`config.mk`:
```
export PLATFORM = sky130hd
export DESIGN_NAME = bpfs_ctrl
export DESIGN_NICKNAME = d
export VERILOG_FILES = /design/src/rtl/bpfs_pkg.sv /design/src/rtl/bpfs_ctrl.sv
export SDC_FILE = /design/constraint.sdc
export NUM_CORES = 1
export LEC_CHECK = 0
export BUFFER_PORTS_ARGS = -buffer_cell sky130_fd_sc_hd__buf_4
export CORE_AREA = 2 2 39 41
export CTS_CLUSTER_DIAMETER = 100
export DETAILED_ROUTE_END_ITERATION = 8
export DIE_AREA = 0 0 41 43
export GPL_TIMING_DRIVEN = 0
export PLACE_DENSITY_LB_ADDON = 0.12
export SYNTH_ARGS = -nofsm -noshare
export SYNTH_HDL_FRONTEND = slang
export SYNTH_SLANG_ARGS = --single-unit
```
`constraint.sdc`:
```
create_clock -name i_clk -period 1.5 [get_ports i_clk]
set_clock_uncertainty 0.2 [all_clocks]
set_input_delay 0.225 -clock i_clk [delete_from_list [all_inputs] [get_ports i_clk]]
set_output_delay 0.225 -clock i_clk [all_outputs]
set_load 0.05 [all_outputs]
```
`src/rtl/bpfs_pkg.sv`:
```
// Shared types, constants and helpers for the block pool free stack allocator.
`timescale 1ns / 1ps

package bpfs_pkg;

    localparam int MAX_BLOCKS = 1024;
    localparam int IDX_W      = $clog2(MAX_BLOCKS);
    localparam int CNT_W      = IDX_W + 1;

    localparam logic CMD_ALLOC   = 1'b0;
    localparam logic CMD_RELEASE = 1'b1;

    typedef enum logic [1:0] {
        ST_OK    = 2'd0,
        ST_EMPTY = 2'd1,
        ST_RANGE = 2'd2,
        ST_FREED = 2'd3
    } t_status;

    typedef enum logic [1:0] {
        S_INIT,
        S_IDLE,
        S_EXEC
    } t_state;

    // Controller -> datapath
    typedef struct packed {
        logic sweep_start;
        logic sweep_step;
        logic capture;
        logic execute;
    } t_dp_cmd;

    // Datapath -> controller
    typedef struct packed {
        logic sweep_last;
        logic out_free;
    } t_dp_stat;

    // Zero is taken as one block, anything above the pool size as the pool size.
    function automatic logic [CNT_W-1:0] clamp_count(input logic [CNT_W-1:0] v);
        logic [CNT_W-1:0] r;
        r = v;
        if (v == '0) begin
            r = CNT_W'(1);
        end else if (v > CNT_W'(MAX_BLOCKS)) begin
            r = CNT_W'(MAX_BLOCKS);
        end
        return r;
    endfunction

endpackage

```
`src/rtl/bpfs_ctrl.sv`:
```
// Sequencing FSM: clearing pass, request capture and execute.
`timescale 1ns / 1ps

module bpfs_ctrl (
    input  logic               i_clk,
    input  logic               i_rst_n,
    input  logic               i_in_valid,
    output logic               o_in_ready,
    input  logic               i_cfg_we,
    input  bpfs_pkg::t_dp_stat i_stat,
    output bpfs_pkg::t_dp_cmd  o_cmd
);

    bpfs_pkg::t_state r_state;
    bpfs_pkg::t_state n_state;

    always_ff @(posedge i_clk) begin
        if (!i_rst_n) begin
            r_state <= bpfs_pkg::S_INIT;
        end else begin
            r_state <= n_state;
        end
    end

    always_comb begin
        n_state           = r_state;
        o_in_ready        = 1'b0;
        o_cmd             = '0;
        o_cmd.sweep_start = i_cfg_we;
        unique case (r_state)
            bpfs_pkg::S_INIT: begin
                o_cmd.sweep_step = !i_cfg_we;
                if (!i_cfg_we && i_stat.sweep_last) begin
                    n_state = bpfs_pkg::S_IDLE;
                end
            end
            bpfs_pkg::S_IDLE: begin
                o_in_ready = !i_cfg_we;
                if (i_cfg_we) begin
                    n_state = bpfs_pkg::S_INIT;
                end else if (i_in_valid) begin
                    o_cmd.capture = 1'b1;
                    n_state       = bpfs_pkg::S_EXEC;
                end
            end
            bpfs_pkg::S_EXEC: begin
                if (i_cfg_we) begin
                    n_state = bpfs_pkg::S_INIT;
                end else if (i_stat.out_free) begin
                    o_cmd.execute = 1'b1;
                    n_state       = bpfs_pkg::S_IDLE;
                end
            end
            default: begin
                n_state = bpfs_pkg::S_INIT;
            end
        endcase
    end

endmodule

```
==> run metrics <==
status=complete, no violations; Routed Antenna Nets=0; detailed-route via count=185; Core Box Area=1380 sq um; final wirelength=434 um; CP top delay family=flip-flops; # DRC=0; Syn Inst Count=18; max cap viols=0; routed vias/inst=3.85; Synth Area in Compound Gates=0.211; EDFF count, synth=0; maximum vdd drop=316 uV; initial antenna violation count=0; clock root cell=clkbuf_4; count leader, synth=nor2_1; gpl congestion=0.644; synth cell count leaders=3 x nor2_1, 2 x dfxtp_1, 2 x nor3_1; flip-flop count of the largest register after layout=2; Cell Rows=14; slowest CP cell=dfxtp_4; P&R area growth vs syn=115%; Net count, final=40; Biggest register=r_state; Mapped Area=143 sq um; GRT overflow=0; Startpoint Class=flip-flop; IO buf count=10; Async SR Flop Fraction=0; Clock Latency Late Sink=0.22 ns; register area share after synthesis=0.281; Synth Area in Simple Gates=0.430; layout cells sized above 1=0.688; clk sinks=2; fin crit share=0.997; Fillers=166; clock buffer depth=2; H-Tree Depth=1; first-pass GRT wire length=655 um; hold slack=0.0554 ns; Required @ worst endpoint=1.07 ns; largest net degree at the start of global routing=8; ys flop type=dfxtp_1; Clock Pin Slew Worst Setup and Hold Paths=0.03 ns; Synthesized Nets=24; clock buffer count from CTS=3; Crit Path Max Fanout=6; mux contribution to synthesized area=0; Die ar.=1760 sq um; combinational family with the most area after synthesis=simple AND/OR/NAND/NOR gates; share of the synthesized area in the top cell type=0.281; unrepaired setup endpoints after global routing=true; detailed router's first-iteration violation count=0; Worst slew margin=0.839; Mean Syn Cell Area=7.92 sq um; worst stage delay on the critical path=0.36 ns; largest area contributor in the netlist=dfxtp_1; Post-Synth XOR/XNOR Area=0; crit path DAT=1.07 ns; nature of the critical path endpoint=output port; WS Path Type=flip-flop to output port; Total GRT Usage=0.0630; Die Width=41 um; Setup violations, final=0; Fmax achieved=669 MHz; CTS tree=yes; number of diodes=0; DR WL/cell=9.04 um; pwr/cell area=807 nW/um^2; biggest regs=r_state x2; #FFs+latches synth=2; drt pass-1 iters=1; Cell Chain, Critical Path=nor3b_4 > and2_4 > buf_8; Unique masters post-synth=14; initial core utilization=0.103; worst slew pin tran=0.240 ns; Post-Synth Adder-Cell Area=0; Leak Pwr=0.138 nW; Post-CTS Hold Buffers=0; Die H=43 um; crit path buf inv count=1; Min-Delay Path Class=primary input to flip-flop; vias in the first global route=177; ranking of synthesized cells by area=dfxtp_1 28%, nor3b_2 8.8%, o31ai_2 8.8%, nor2_1 7.9%, nor3_1 7.0%; Final Hold Vio Count=0; final max-slew violation count=0; warnings from Yosys=0; Ports=11; Final Power=0.247 mW; minimum clock period after layout=1.49 ns
placed cells by master (no fill, tap or decap), drive strengths merged:
cell type / netlist / routed
a21oi: 1 / 1
a22oi: 1 / 1
and2: 1 / 1
and3: 1 / 1
and3b: 1 / 1
buf: 1 / 12
clkbuf: 0 / 3
dfxtp: 2 / 2
inv: 1 / 1
nor2: 3 / 3
nor2b: 1 / 1
nor3: 2 / 2
nor3b: 1 / 1
o21ai: 1 / 1
o31ai: 1 / 1
final timing paths:
| kind | startpoint | end | slack [ns] | cells past startpoint |
|---|---|---|---|---|
| setup / recovery | r_state[0]$_SDFFE_PN0P_ | o_cmd[1] | 0.005 | 3 |
| hold / removal | i_cfg_we | r_state[1]$_SDFFE_PN0P_ | 0.06 | 2 |
| setup reg to reg | r_state[0]$_SDFFE_PN0P_ | r_state[1]$_SDFFE_PN0P_ | 0.34 | 3 |
| hold reg to reg | r_state[1]$_SDFFE_PN0P_ | r_state[1]$_SDFFE_PN0P_ | 0.40 | 2 |
layer usage:
layer	track usage	wire [um]	vias up
met4	0.0800	0	0
met2	0.0906	253	4
met3	0.0314	25	0
li1	-	-	93
met1	0.0508	156	88
met5	0	0	-
cell families after synthesis:
group | count (synthesis)
simple gates | 10
buf+inv | 2
compound gates | 4
flops | 2
metrics by stage:
stage / instances / TNS, ns / setup WS [ns] / util / cell area (sq um)
2_1_floorplan: 18 / -0.393 / -0.393 / - / 154
3_3_place_gp: 44 / 0 / 0.0840 / 0.180 / 249
3_5_place_dp: 44 / 0 / 0.0680 / 0.180 / 249
4_1_cts: 48 / -0.0182 / -0.0182 / 0.210 / 290
5_1_grt: 48 / -0.104 / -0.0682 / 0.222 / 307
6_report: 48 / 0 / 0.00515 / 0.222 / 307
report_power, final:
| group | internal [mW] | leakage, nW | switching [mW] |
|---|---|---|---|
| clock | 0.0881 | 0.0138 | 0.0286 |
| sequential | 0.0543 | 0.0178 | 0.00374 |
| combinational | 0.0332 | 0.107 | 0.0393 |
| total | 0.176 | 0.138 | 0.0717 |
final cells by class:
class                           count  area [sq um]  share of cell area
Multi-Input combinational cell     14           108               0.351
Timing Repair Buffer               11          97.6               0.318
Clock buffer                        3          22.5              0.0735
Buffer                              1          7.51              0.0245
Sequential cell                     2          47.5               0.155
Tap cell                           16          20.0              0.0653
Inverter                            1          3.75              0.0122
worst reg2reg max path: stages (launching register included):
cell     delay, ns
dfxtp_4       0.35
buf_4         0.14
o31ai_2       0.26
nor3_1        0.09
timing repair:
item / 4_1_cts / 5_1_grt
resized for setup: 5 / 5
pin swaps: 2 / 0
buffers inserted: 1 / 0
endpoints found under the setup margin: 3 / 3
Note: power is estimated with default switching activity, not from simulation.
